===== src/sv/pads_pkg.sv =====
// ----------------------------------------------------------------------------
// pads_pkg: shared types and constants for the periodic stencil block
// Defaults, field widths, register indexes and control bundles.
// ----------------------------------------------------------------------------
package pads_pkg;

  // Default geometry and sample width
  localparam int DEF_GRID_ROWS   = 64;
  localparam int DEF_GRID_COLS   = 64;
  localparam int DEF_SAMPLE_BITS = 16;

  // Fixed field widths
  localparam int IDX_W      = 6;   // row / col port width
  localparam int SHIFT_W    = 6;   // shift register write width
  localparam int GAIN_W     = 32;  // diffusion gain, unsigned Q0.32
  localparam int CFG_IDX_W  = 2;
  localparam int CFG_DATA_W = 32;

  // Register reset values
  localparam int              RST_SHIFT_ROWS = 1;
  localparam int              RST_SHIFT_COLS = 1;
  localparam logic [GAIN_W-1:0] RST_DIFF_GAIN = 32'd5;

  typedef enum logic {
    OP_WRITE   = 1'b0,
    OP_COMPUTE = 1'b1
  } op_t;

  typedef enum logic [CFG_IDX_W-1:0] {
    REG_SHIFT_ROWS = 2'd0,
    REG_SHIFT_COLS = 2'd1,
    REG_DIFF_GAIN  = 2'd2
  } cfg_reg_t;

  // Top -> fill tracker
  typedef struct packed {
    logic check;   // read written flag of a cell being stored
    logic commit;  // mark that cell written, bump count if new
  } fill_cmd_t;

  // Fill tracker -> top
  typedef struct packed {
    logic clearing;  // flag sweep after reset in progress
    logic full;      // every cell written at least once
  } fill_stat_t;

  // Top -> arithmetic stages
  typedef struct packed {
    logic ld_lap;
    logic ld_prod;
  } math_ctl_t;

endpackage


===== src/sv/pads_math.sv =====
// ----------------------------------------------------------------------------
// pads_math: stencil arithmetic
// Laplacian stage, gain multiply stage, floor scale and saturating add.
// ----------------------------------------------------------------------------
module pads_math #(
  parameter int SAMPLE_BITS = 16
) (
  input  logic                          clk,
  input  pads_pkg::math_ctl_t           ctl,
  input  logic [pads_pkg::GAIN_W-1:0]   gain,
  input  logic signed [SAMPLE_BITS-1:0] ctr,
  input  logic signed [SAMPLE_BITS-1:0] nbr_n,
  input  logic signed [SAMPLE_BITS-1:0] nbr_s,
  input  logic signed [SAMPLE_BITS-1:0] nbr_w,
  input  logic signed [SAMPLE_BITS-1:0] nbr_e,
  input  logic signed [SAMPLE_BITS-1:0] adv,
  output logic [SAMPLE_BITS-1:0]        value,
  output logic                          saturated
);
  import pads_pkg::*;

  localparam int SW   = SAMPLE_BITS;
  localparam int LW   = SW + 3;          // Laplacian
  localparam int PW   = LW + GAIN_W + 1; // signed product
  localparam int TW   = PW - GAIN_W;     // product >> 32
  localparam int SUMW = TW + 1;

  localparam logic signed [SUMW-1:0] SMAX = SUMW'((64'sd1 <<< (SW - 1)) - 64'sd1);
  localparam logic signed [SUMW-1:0] SMIN = SUMW'(-(64'sd1 <<< (SW - 1)));

  logic signed [LW-1:0]     lap_nxt;
  logic signed [LW-1:0]     lap_r;
  logic signed [SW-1:0]     adv1_r;
  logic signed [GAIN_W:0]   gain_s;
  logic signed [PW-1:0]     prod_nxt;
  logic signed [PW-1:0]     prod_r;
  logic signed [SW-1:0]     adv2_r;
  logic signed [TW-1:0]     term;
  logic signed [SUMW-1:0]   sum;

  assign lap_nxt = LW'(nbr_n) + LW'(nbr_s) + LW'(nbr_w) + LW'(nbr_e) - (LW'(ctr) <<< 2);
  assign gain_s   = {1'b0, gain};
  assign prod_nxt = lap_r * gain_s;

  always_ff @(posedge clk) begin
    if (ctl.ld_lap) begin
      lap_r  <= lap_nxt;
      adv1_r <= adv;
    end
    if (ctl.ld_prod) begin
      prod_r <= prod_nxt;
      adv2_r <= adv1_r;
    end
  end

  // arithmetic shift by 32 = floor of gain * lap / 2^32
  assign term = prod_r[PW-1:GAIN_W];
  assign sum  = SUMW'(adv2_r) + SUMW'(term);

  always_comb begin
    if (sum > SMAX) begin
      value     = SMAX[SW-1:0];
      saturated = 1'b1;
    end else if (sum < SMIN) begin
      value     = SMIN[SW-1:0];
      saturated = 1'b1;
    end else begin
      value     = sum[SW-1:0];
      saturated = 1'b0;
    end
  end

endmodule


===== config.mk =====
export PLATFORM = sky130hd
export DESIGN_NAME = pads_math
export DESIGN_NICKNAME = d
export VERILOG_FILES = /design/src/sv/pads_pkg.sv /design/src/sv/pads_math.sv
export SDC_FILE = /design/constraint.sdc
export NUM_CORES = 2
export LEC_CHECK = 0
export BUFFER_PORTS_ARGS = -buffer_cell sky130_fd_sc_hd__buf_2
export CORE_MARGIN = 2
export CORE_UTILIZATION = 35
export DETAILED_ROUTE_END_ITERATION = 7
export PLACE_DENSITY_LB_ADDON = 0.1
export SLEW_MARGIN = 20
export SYNTH_ARGS = -nofsm -noshare
export SYNTH_HDL_FRONTEND = slang
export SYNTH_SLANG_ARGS = --single-unit
export TNS_END_PERCENT = 50

===== constraint.sdc =====
create_clock -name clk -period 11.4 [get_ports clk]
set_input_delay 1.14 -clock clk [delete_from_list [all_inputs] [get_ports clk]]
set_output_delay 1.14 -clock clk [all_outputs]
set_load 0.005 [all_outputs]

# Word-level counts from Yosys, hierarchy flattened
# Cells that the tools add are included.
# word_totals
ff_bits	103
input_bits	131
output_inout_bits	17
word_cells	16
# op_classes
add_sub_neg	5
n_mul	1
order_cmp	2
mux	4
# op_table
operator	count
multiplier 19 x 33 -> 52 bit	1
two-way mux 16 bit	2
adder 16 x 20 -> 21 bit	1
greater-than comparator 21 x 16 -> 1 bit, second input constant	1
< comparator 21 x 16 -> 1 bit, second input constant	1
adder 18 x 16 -> 19 bit	1
subtractor 19 x 18 -> 19 bit	1
adder 17 x 16 -> 18 bit	1
adder 16 x 16 -> 17 bit	1
two-way mux 1 bit	2

# Depth between registers and ports, before layout
# depth
depth_word	4
depth_mapped	25
ltp_nobuf	24

# Worst setup path after synthesis
# No wires, ideal clock.
# synth_timing
path_type	in2reg
startpoint	input gain[30] (netlist bit)
endpoint	register prod_r[51] (data pin)
setup_ps	260
arrival_time_ps	7264
t_required_ps	11140
setup_slack_ps	3876
cell_stages	24
path_buffers	2
cell_sequence	clkbuf_1 clkbuf_1 nand2_1 fa_1 inv_1 fa_1 inv_1 fa_1 inv_1 fa_1 fa_1 fa_1 ha_1 ha_1 a21oi_1 o21ai_0 a211oi_1 o2111ai_1 nand3_1 o211ai_1 a221o_1 a311oi_1 o21bai_1 xnor2_1
# synth_via
elab_chain_len	1
# synth_lines
element	line	source
start, declared	pads_math.sv:10	input logic [pads_pkg::GAIN_W-1:0] gain,
multiplier 19 x 33 -> 52 bit	pads_math.sv:43	assign prod_nxt = lap_r * gain_s;
via prod_nxt[51]	pads_math.sv:35	logic signed [PW-1:0] prod_nxt;
end signal, assigned	pads_math.sv:51	prod_r <= prod_nxt;
end, declared	pads_math.sv:36	logic signed [PW-1:0] prod_r;
# The timed path passes the listed nets, and every way through them passes these cells.
# A chain may end at the register's enable or synchronous reset.

# Worst setup path in the final report
# layout_timing
startpoint	register lap_r[14]
endpoint	register prod_r[51] (data pin)
# layout_via
elab_chain_len	1
# layout_lines
element	line	source
start, declared	pads_math.sv:32	logic signed [LW-1:0] lap_r;
start signal, assigned	pads_math.sv:47	lap_r <= lap_nxt;
multiplier 19 x 33 -> 52 bit	pads_math.sv:43	
via prod_nxt[51]	pads_math.sv:35	
# The timed path passes the listed nets, and every way through them passes these cells.

==> results.yml <==
worst_setup_path:
  start_kind: "flip-flop"
  r2r_slack_ns: 2.81
  end_kind: "flip-flop"
  worst_ep_arrival_time_ns: 8.71
  worst-setup-path-type: "reg -> reg"
  crit_required_ns: 11.52
  cp_max_fo: 20
placed_design:
  dp_hpwl_um: 50120
  place.gp.congestion: 0.8339
  port-buffer-count: 147
  place_worst_setup_slack_ns: 2.365
floorplan:
  die_area_sq_mm: 0.07036
  start_util: 0.3545
  die_x_um: 265.3
  coreArea_sq_mm: 0.06740
  fp-row-count: 95
  ioPinCount: 148
  die_y_um: 265.3
outcome:
  status: "finished clean"
synthesis:
  synthSimpleGateAreaFrac: 0.1509
  synthCells: 2463
  synthAdderAreaFrac: 0.5860
  synth_fp_nets: 3377
  ys_ff_latch: 71
  synth_top_flop_cell: "edfxtp_1"
  synth_top_family_by_area: "adder cells"
  synth_xor_area_frac: 0.02121
  syn_area_per_cell_sq_um: 9.700
  synth_compound_area_frac: 0.04588
  synthArstFlopShare: 0
  ys_warn_count: 0
  synth_edf_count: 71
  ys_seq_area_frac: 0.08924
  synth_cell_types: 59
  synth_area_sq_mm: 0.02389
  synthMuxAreaShare: 0
timing:
  finalSetupTns_ns: 0
  slew_violations: 0
  hold_viol: 0
  rsz0062_at_grt: "no"
  min_period_ns: 8.592
  clock-skew-final_ns: 0.006677
  fin_crit_sh: 0.7537
  fmax_mhz: 116.4
  worstMarginPinSlew_ns: 1.041
  setup_viol: 0
  worst_slack_ns: 2.808
  slew_headroom: 0.3062
routing:
  drtIter0Drc: 670
  num_vias: 16410
  ant_nets: 0
  routed_wl_um: 63670
  routedWlPerCell_um: 18.63
  drc: 0
  firstDrtPassIters: 5
  viasPerCell: 4.800
clock_tree:
  cts_buffers: 9
  ctsResizeCount: 0
  clk_pin_slew_ns: 0.06
  clk_latency_ns: 0.37
  cts_hold_buf: 0
  cts_root_buf: "clkbuf_16"
  tritoncts: "yes"
  clock_sinks: 71
  clockBufferDepth: 2
  cts_max_level: 3
  postCtsSetupBuffers: 0
finish:
  nets: 3453
  syn_to_final_growth_pct: 8.076
  drive_gt1_frac: 0.07940
grt:
  grt_max_degree: 37
  top_usage_layer: "met2"
  grtUsageMet3: 0.01898
  antenna_found_initial: 1
  grt_use_total: 0.1917
  first_global_vias: 18390
  grt_pass1_wl_um: 103700
  grtUsageMet1: 0.2695
  use_met2: 0.3245
  grt-ovfl-total: 0
run:
  max_cap_viol_count: 0
min_path:
  hold_class: "reg -> reg"
-- metrics by stage --
stage | utilization | instances | hold WS [ns] | instance area (sq um)
2_1_floorplan | - | 2463 | 0.4003 | 23890
3_3_place_gp | 0.3778 | 3401 | 0.4042 | 25460
3_5_place_dp | 0.3778 | 3401 | 0.4066 | 25460
4_1_cts | 0.3829 | 3417 | 0.4215 | 25810
5_1_grt | 0.3831 | 3417 | 0.4275 | 25820
6_report | 0.3831 | 3418 | 0.4181 | 25820
-- flip-flops by register name (all words and copies together) (netlist names) --
signal  count
lap_r      19
prod_r     20
adv1_r     16
adv2_r     16
-- logic make-up (layout without fill, tap and decap cells) --
family / count (synthesis) / in the layout
compound gates: 163 / 163
xor+xnor: 57 / 57
fa+ha+maj: 783 / 783
buf+inv: 674 / 755
flops: 71 / 71
other cells: 0 / 1
simple gates: 715 / 715
-- cell usage in the layout, fill, tap and decap left out, types with 18 or more instances in the layout --
cell / netlist / final
ha_1: 223 / 223
fa_1: 560 / 560
nand2_1: 315 / 315
xnor2_1: 43 / 43
a21o_1: 18 / 18
a21oi_1: 45 / 45
buf_2: 0 / 147
buf_4: 1 / 19
edfxtp_1: 71 / 71
nor2b_1: 33 / 33
o21ai_0: 29 / 29
and2_1: 284 / 284
inv_1: 573 / 573
nor2_1: 23 / 23
-- routing by layer --
layer  vias to the layer above  wire (um)
met4                         2        698
met5                         -         10
met2                       286      31260
met3                        35       2269
li1                       7465          -
met1                      8619      29430
-- worst paths after layout --
| kind | cells after the start | startpoint | to |
|---|---|---|---|
| setup / recovery | 21 | lap_r[14] | prod_r[51] |
| hold / removal | 0 | adv1_r[13] | adv2_r[13] |
| setup reg to reg | 21 | lap_r[14] | prod_r[51] |
| hold reg to reg | 0 | adv1_r[13] | adv2_r[13] |
-- area by class of cell --
| class | instances | area [sq um] |
|---|---|---|
| fill | 6798 | 41580 |
| clock buffer | 10 | 229.0 |
| inverter | 573 | 2151 |
| timing repair buffer | 166 | 878.3 |
| tap | 873 | 1092 |
| sequential | 71 | 2132 |
| antenna | 1 | 2.502 |
| multi-input combinational | 1718 | 19220 |
| clock inverter | 6 | 116.4 |
-- critical path: stages, from the launching register on --
cell and delay (ns):
edfxtp_1 1.03, buf_4 0.39, nand2_1 0.11, fa_1 0.52
inv_1 0.06, fa_1 0.57, fa_1 0.45, fa_1 0.47
fa_1 0.53, fa_1 0.42, ha_1 0.28, ha_1 0.33
a21oi_1 0.16, o21ai_0 0.21, a211oi_1 0.77, o2111ai_1 0.49
nand3_1 0.28, o211ai_1 0.22, a221o_1 0.41, a311oi_1 0.37
o21bai_1 0.13, xnor2_1 0.13
-- cell usage after synthesis (5+ instances only) --
cell	n	share of area
inv_1	573	0.090
fa_1	560	0.47
nand2_1	315	0.049
and2_1	284	0.074
ha_1	223	0.12
clkbuf_1	96	0.015
edfxtp_1	71	0.089
a21oi_1	45	0.0094
xnor2_1	43	0.016
nor2b_1	33	0.0086
o21ai_0	29	0.0061
nor2_1	23	0.0036
a21o_1	18	0.0057
nand2b_1	14	0.0037
xor2_1	13	0.0048
nor3_1	12	0.0025
nand3_1	11	0.0023
a211oi_1	9	0.0028
o21a_1	9	0.0028
o21ai_2	9	0.0033
nand4_1	7	0.0018
a31oi_1	5	0.0013
o211ai_1	5	0.0016
o21bai_1	5	0.0016
Power is left out: the tool's default activity adds up to more than one toggle a clock period on the data nets, which glitch-free logic cannot reach.
