===== src/sv/pads_ram.sv =====
// ----------------------------------------------------------------------------
// pads_ram: generic single-write, single-read synchronous RAM
// One write port, one read port, read data registered.
// ----------------------------------------------------------------------------
module pads_ram #(
  parameter int WIDTH  = 8,
  parameter int DEPTH  = 16,
  parameter int ADDR_W = $clog2(DEPTH)
) (
  input  logic              clk,
  input  logic              we,
  input  logic [ADDR_W-1:0] waddr,
  input  logic [WIDTH-1:0]  wdata,
  input  logic              re,
  input  logic [ADDR_W-1:0] raddr,
  output logic [WIDTH-1:0]  rdata
);

  logic [WIDTH-1:0] mem_r [DEPTH];
  logic [WIDTH-1:0] rdata_r;

  always_ff @(posedge clk) begin
    if (we) begin
      mem_r[waddr] <= wdata;
    end
    if (re) begin
      rdata_r <= mem_r[raddr];
    end
  end

  assign rdata = rdata_r;

endmodule


===== config.mk =====
export PLATFORM = sky130hd
export DESIGN_NAME = pads_ram
export DESIGN_NICKNAME = d
export VERILOG_FILES = /design/src/sv/pads_ram.sv
export SDC_FILE = /design/constraint.sdc
export NUM_CORES = 1
export LEC_CHECK = 0
export BUFFER_PORTS_ARGS = -buffer_cell sky130_fd_sc_hd__buf_2
export CAP_MARGIN = 20
export CORE_MARGIN = 10
export CORE_UTILIZATION = 25
export DETAILED_ROUTE_END_ITERATION = 8
export PLACE_DENSITY = 0.42
export SYNTH_ARGS = -nofsm -noshare
export SYNTH_HDL_FRONTEND = slang
export SYNTH_SLANG_ARGS = --single-unit

===== constraint.sdc =====
create_clock -name clk -period 2.1 [get_ports clk]
set_input_delay 0.315 -clock clk [delete_from_list [all_inputs] [get_ports clk]]
set_output_delay 0.315 -clock clk [all_outputs]
set_load 0.1 [all_outputs]

# After elaboration in Yosys (flattened, before gate mapping)
# Memories as Yosys holds them, arrays and structs flattened. A register that Yosys moved wholly into a read port is not among the register bits.
# Index checks and enable logic that the tools add are counted.
# totals
register_bits	0
latchBits	0
mem_bits_rw	128
rom_bits	0
inputBits	19
out_inout_bits	8
word_cells	3
mem_count	1
# classes
addsub	0
n_mul	0
div	0
magnitude_cmp	0
eq_ne	0
shifts	0
mux	2
n_bitwise	0
reduce_logical	0
# mem_list
memory	words	width	read_ports	rd_ports_with_merged_regs	wr	line_no	text
mem_r	16	8	1	1	1	19	logic [WIDTH-1:0] mem_r [DEPTH];
# ops
op	count
1-bit two-way mux	2

# Depth between registers and ports, before layout
# Gate-level depths: netlist of run 1.
# logic_depth
word_depth	2
ltp_mapped	5
ltp_nobuf	3

# Worst setup path after synthesis of run 1
# OpenSTA, ideal clock, no wires.
# synth_timing
path_kind	input port to flip-flop
from	input port waddr[2]
to	memory mem_r[0][0], enable pin
setup_time_ps	383
arrival_ps	1425
required_ps	1717
slack_ps	292
cell_stages	2
n_path_buf	0
cell_sequence	or3b_2 nor3_1
# synth_lines
item	line_no	text
from (decl)	12	input logic [ADDR_W-1:0] waddr,
to (decl)	19	
# No word-level cell before the write port.

==> results.md, run 1 <==
- Status: finished, final reports clean
- Synth area leaders: edfxtp_1, mux4_2, mux4_1
- Number of global-route vias before repair: ~2.7k
- Dpl cell area: between 5000 and 6000 sq um
- Sequential area share after synthesis: 0.781
- DRC viols: 0
- Routability cong.: 0.686
- Routed Antenna Nets: 0
- Design area: approximately 6400 sq um
- Post-synth top area share: 0.781
- CTS clk-pin slew, worst paths: approximately 60 ps
- IO Pins: 27
- Clock Latency Late Sink: between 400 and 500 ps
- CP Capture Type: flop
- Largest net degree at the start of global routing: 27
- Fmax: 598 MHz
- Worst-margin pin slew: between 500 and 600 ps
- Required @ worst endpoint: 2250 ps
- Max_cap viols: 0
- Mapped Cells: 229
- Worst-case clock skew: 5.12 ps
- P per Cell Area: 1010 nW/um^2
- Worst slew margin: 0.669
- Layout cells sized above 1: 0.314
- Crit Path Max Fanout: 1
- Period utilisation layout: 0.797
- DP Wirelength: ~7500 um
- Routed WL per cell: 20.0 um
- Pre-antenna DRT Iters: 4
- CTS Buf Count: 17
- Setup_tns: 0 ps
- Yosys reg bits: 136
- Setup CP Type: flop to flop
- Grt ovf: 0
- Starting Density: 0.256
- Row Count: between 50 and 60
- Layout Area Growth over Synthesis: 22.6%
- Critical Path AT: between 1500 and 2000 ps
- # setup viols final: 0
- WHS: ~270 ps
- Fin nets: 306
- Vias/cell: between 4 and 5
- Synth unique cells: 18
- Gr usage total: 0.0905
- EDFF count, synth: 136
- Hold buffer count at cts: 0
- Period minus WS final: roughly 1700 ps
- Global-route wire length before repair: 17300 um
- Vias post-DR: 2469
- Largest area contributor in the netlist: edfxtp_1
- Die Wd: between 150 and 200 um
- Mapped Area: ~5200 sq um
- Number of diodes: 0
- Max-slew violations: 0
- Hold Path Class: input pin to flop
- Wirelength, routed: about 11000 um
- Final worst slack: roughly 430 ps
- Peak supply drop: between 0.0005 and 0.0006 V
- Final Hold Viols: 0
- Postcts setup bufs: 0
- Clock sinks: 136
- Yosys warning count: 0
- Most common cell in the netlist: edfxtp_1
- Post-CTS sizing: 0
- Syn Area/Cell: 22.8 sq um
- Crit start category: flop
- Top_reg_cell synth: edfxtp_1
- Design Power: 6.45 mW
- Net Count, Synth: 248
- H-Tree Depth: 4
- Pleak: 2.13 nW
- Core area: 20400 sq um
- Fraction of registers with async set/reset: 0
- CTS tree: yes
- First DRT Iteration DRCs: 149
- Place WS: ~33 ps
- Initial antenna violation count: 0
- RSZ-0062 raised after global routing: no
- Buffers on Ports: 26
- Height of the chip: 165 um
- Root Driver: clkbuf_16
- Worst-case clock buffer depth: 2
- Synth cell count leaders: edfxtp_1, mux4_2, a22oi_1
- Die area: ~27000 sq um
==> through the flow <==
step / utilization / std cells
after floorplan: - / 229
after global placement: 0.285 / 538
after detailed placement: 0.285 / 538
after CTS: 0.314 / 569
after global routing: 0.314 / 569
final: 0.314 / 569
==> cell usage in the layout (no fill, tap or decap), drive strengths merged <==
cell      Yosys  layout
nand2b        2       2
clkbuf        0      20
nand2         9       9
and2b         1       1
edfxtp      136     136
nor2         13      13
bufinv        0       4
nor3          4       4
and2          1       1
or3b          1       1
buf           7      49
mux4         32      32
nor2b         1       1
nand3         1       1
a22oi        16      16
nand3b        2       2
clkinvlp      0       1
clkinv        0       6
==> cell type report <==
type                       count  area [sq um]
clock inverter                11           155
fill                        2004         14000
tap                          270           338
clock buffer                  20           437
multi-input combinational     83          1060
sequential                   136          4080
timing repair buffer          49           340
==> routing by layer <==
layer  share of wire  global-route usage  up-vias
met1            0.47               0.122     1270
met2            0.45               0.128       84
met5               0                   0        -
li1                -                   -     1103
met4           0.011              0.0386        0
met3           0.070              0.0321       12
==> critical path: stages (launching register included) <==
cell      delay [ps]
edfxtp_1         370
mux4_1           540
a22oi_1          400
nand2_1          110
==> sequential cells by signal (all words and copies together) (netlist names) <==
| signal | flops |
|---|---|
| mem_r | 128 |
| rdata | 8 |
==> worst paths after layout <==
check,slack [ps],from,to,cells after the start
worst max-delay path,430,mem_r[2][2],rdata[2],3
worst min-delay path,270,re,rdata[3],1
worst max register to register,430,mem_r[2][2],rdata[2],3
worst min register to register,750,mem_r[8][4],rdata[4],3
==> kinds of logic (layout without fill, tap and decap cells) <==
group | Yosys count | count (layout) | share of synthesized area
multiplexers | 32 | 32 | 0.148
buffers and inverters | 10 | 80 | 0.0165
flip-flops | 136 | 136 | 0.781
AND/OR/NAND/NOR | 35 | 35 | 0.0314
AO/OA/AOI/OAI | 16 | 16 | 0.0230
==> power by group <==
| group | total [mW] | internal, mW | switching, mW | leakage [nW] |
|---|---|---|---|---|
| Combinational | 0.392 | 0.126 | 0.266 | 0.608 |
| Sequential | 3.08 | 3.06 | 0.0149 | 1.24 |
| Clock | 2.99 | 1.96 | 1.03 | 0.288 |
| Total | 6.45 | 5.15 | 1.31 | 2.13 |
Power figures use the tool's default switching activity.
==> run 2, diff against run 1 <==
--- a/config.mk
+++ b/config.mk
@@ -5,12 +5,13 @@
 export SDC_FILE = /design/constraint.sdc
 export NUM_CORES = 1
 export LEC_CHECK = 0
+export ABC_AREA = 1
 export BUFFER_PORTS_ARGS = -buffer_cell sky130_fd_sc_hd__buf_2
 export CAP_MARGIN = 20
 export CORE_MARGIN = 10
 export CORE_UTILIZATION = 25
 export DETAILED_ROUTE_END_ITERATION = 8
-export PLACE_DENSITY = 0.42
+export PLACE_DENSITY = 0.44
 export SYNTH_ARGS = -nofsm -noshare
 export SYNTH_HDL_FRONTEND = slang
 export SYNTH_SLANG_ARGS = --single-unit
==> constraint.sdc (replaced) <==
create_clock -name clk -period 1.4 [get_ports clk]
set_input_delay 0.21 -clock clk [delete_from_list [all_inputs] [get_ports clk]]
set_output_delay 0.21 -clock clk [all_outputs]
set_load 0.1 [all_outputs]
==> results.md, run 2 <==
- Post-synth top area share: 0.698
- Hold buffer count at cts: 0
- CTS clk-pin slew, worst paths: 60 ps
- Gr usage total: 0.101
- WHS: 165 ps
- Sequential area share after synthesis: 0.698
- Period utilisation layout: 0.970
- Mapped Cells: 551
- IO Pins: 27
- Worst-case clock buffer depth: 2
- Crit start category: flop
- Fraction of registers with async set/reset: 0
- Max FFs per register: 128
- Global-route wire length before repair: between 20000 and 25000 um
- Max stage delay on crit path: 420 ps
- Starting Density: 0.256
- Number of diodes: 0
- Final Hold Viols: 0
- DP Wirelength: 9470 um
- Max-slew violations: 0
- Setup_tns: 0 ps
- Top_reg_cell synth: edfxtp_1
- Fin nets: 618
- Synth Area in Adders: 0
- Routed Antenna Nets: 0
- Height of the chip: 173 um
- Pre-antenna DRT Iters: 4
- Layout Area Growth over Synthesis: 20.6%
- Clock sinks: between 100 and 150
- Pleak: 2.98 nW
- Top reg by flops: mem_r
- H-Tree Depth: 4
- Main combinational cell family by area after synthesis: simple AND/OR/NAND/NOR gates
- Routed WL per cell: 15.9 um
- Place WS: -130 ps
- Yosys warning count: 0
- Grt ovf: 0
- CTS Buf Count: 17
- CP bufs+invs: 1
- Mux share of post-synthesis cell area: 0
- EDFF count, synth: 136
- Routability cong.: 0.835
- Final worst slack: 42.0 ps
- Net Count, Synth: 570
- Synth area leaders: edfxtp_1, nand2_1, nand3_1
- CTS tree: yes
- Reg2Reg Depth: 6
- Worst r2r src: mem_r[0][7]
- Delay-heaviest family, CP: buffers and inverters
- Vias/cell: a little over 4
- Max_cap viols: 0
- Worst-case clock skew: ~6.7 ps
- Hold Crit Start: re
- Required @ worst endpoint: approximately 1200 ps
- Crit Path Max Fanout: 1
- Syn Area/Cell: roughly 11 sq um
- R2R setup slack: ~190 ps
- Die area: 29900 sq um
- Clock Latency Late Sink: 420 ps
- P per Cell Area: 1400 nW/um^2
- Root Driver: clkbuf_16
- Design Power: 9.88 mW
- Synth unique cells: 11
- Number of global-route vias before repair: 3757
- Row Count: 55
- CP Cell Sequence: buf_2
- Fillers: approximately 2.4k
- Status: finished, final reports clean
- Die Wd: roughly 170 um
- Critical Path AT: 1150 ps
- Hold Path Class: input pin to flop
- CP max stage cell: buf_2
- Peak supply drop: approximately 0.00068 V
- DRC viols: 0
- Mapped Area: 5850 sq um
- Buffers on Ports: 26
- Most frequent cells in the layout: nand2_1, edfxtp_1, inv_1
- Post-Synth Simple-Gate Area: 0.208
- Yosys reg bits: 136
- Multi-input logic area: 1210 sq um
- Cell count of the worst hold path: 1
- First DRT Iteration DRCs: 275
- Largest net degree at the start of global routing: roughly 50
- Core area: 22800 sq um
- Layout cells sized above 1: 0.131
- Post-synthesis compound-gate area fraction: 0
- Fmax: 736 MHz
- Reg-to-reg endpoint: rdata[7]
- Setup CP Type: flop to primary output
- Worst slew margin: 0.588
- Worst-margin pin slew: 617 ps
- Storage element area: 4080 sq um
- Synth cell count leaders: nand2_1, edfxtp_1, inv_1
- # setup viols final: 0
- Vias post-DR: 3798
- Most common cell in the netlist: nand2_1
- Commonest non-fill, non-tap cell in the layout: nand2_1
- Wirelength, routed: roughly 15000 um
- Period minus WS final: between 1000 and 1500 ps
- Post-Synth XOR/XNOR Area: 0
- Largest area contributor in the netlist: edfxtp_1
- WHS Endpoint: rdata[7]
- Initial antenna violation count: 0
- Core Util, Final: 0.309
- RSZ-0062 raised after global routing: no
- CP Capture Type: primary output
==> run 2: report_power, final <==
group	internal (mW)	leakage, nW	switching (mW)
clock network	2.94	0.290	1.58
registers	4.59	1.24	0.0269
logic	0.187	1.45	0.549
==> run 2: repair_timing <==
item                       in CTS  in global routing
setup buffers                   0                  0
gates resized for setup         6                  1
setup endpoints to repair       6                  1
==> run 2: through the flow <==
stage | instance area, sq um | instances
6_report | 7050 | 924
3_3_place_gp | 6440 | 893
3_5_place_dp | 6440 | 893
5_1_grt | 7050 | 924
2_1_floorplan | 5850 | 551
4_1_cts | 7050 | 924
==> run 2: cells by family (layout without fill, tap and decap cells) <==
| group | count (synthesis) | after routing |
|---|---|---|
| buffers and inverters | 126 | 186 |
| AND/OR/NAND/NOR | 289 | 289 |
| flip-flops | 136 | 136 |
==> run 2: layer usage <==
layer | track usage | wire, um | vias to the layer above
met4 | 0.0410 | 270 | 0
met5 | 0 | 0 | -
met3 | 0.0244 | 590 | 19
met1 | 0.131 | 6940 | 1823
li1 | - | - | 1869
met2 | 0.158 | 6930 | 87
==> run 2: layout make-up <==
| type | instances | share of cell area |
|---|---|---|
| flip-flops and latches | 136 | 0.579 |
| multi-input cells | 289 | 0.172 |
| clock buffers | 20 | 0.0619 |
| well taps | 313 | 0.0555 |
| repair buffers | 53 | 0.0550 |
| inverters | 102 | 0.0543 |
| clock inverters | 11 | 0.0220 |
==> run 2: worst max path at each step <==
stage                  start            to  slack [ps]  cells past startpoint
floorplan           waddr[2]  mem_r[10][0]         240                      2
global placement    raddr[0]      rdata[2]        -110                      8
detailed placement  raddr[0]      rdata[2]        -130                      8
CTS                 rdata[7]      rdata[7]          10                      1
global route        rdata[1]      rdata[1]         0.2                      1
finish              rdata[1]      rdata[1]          40                      1
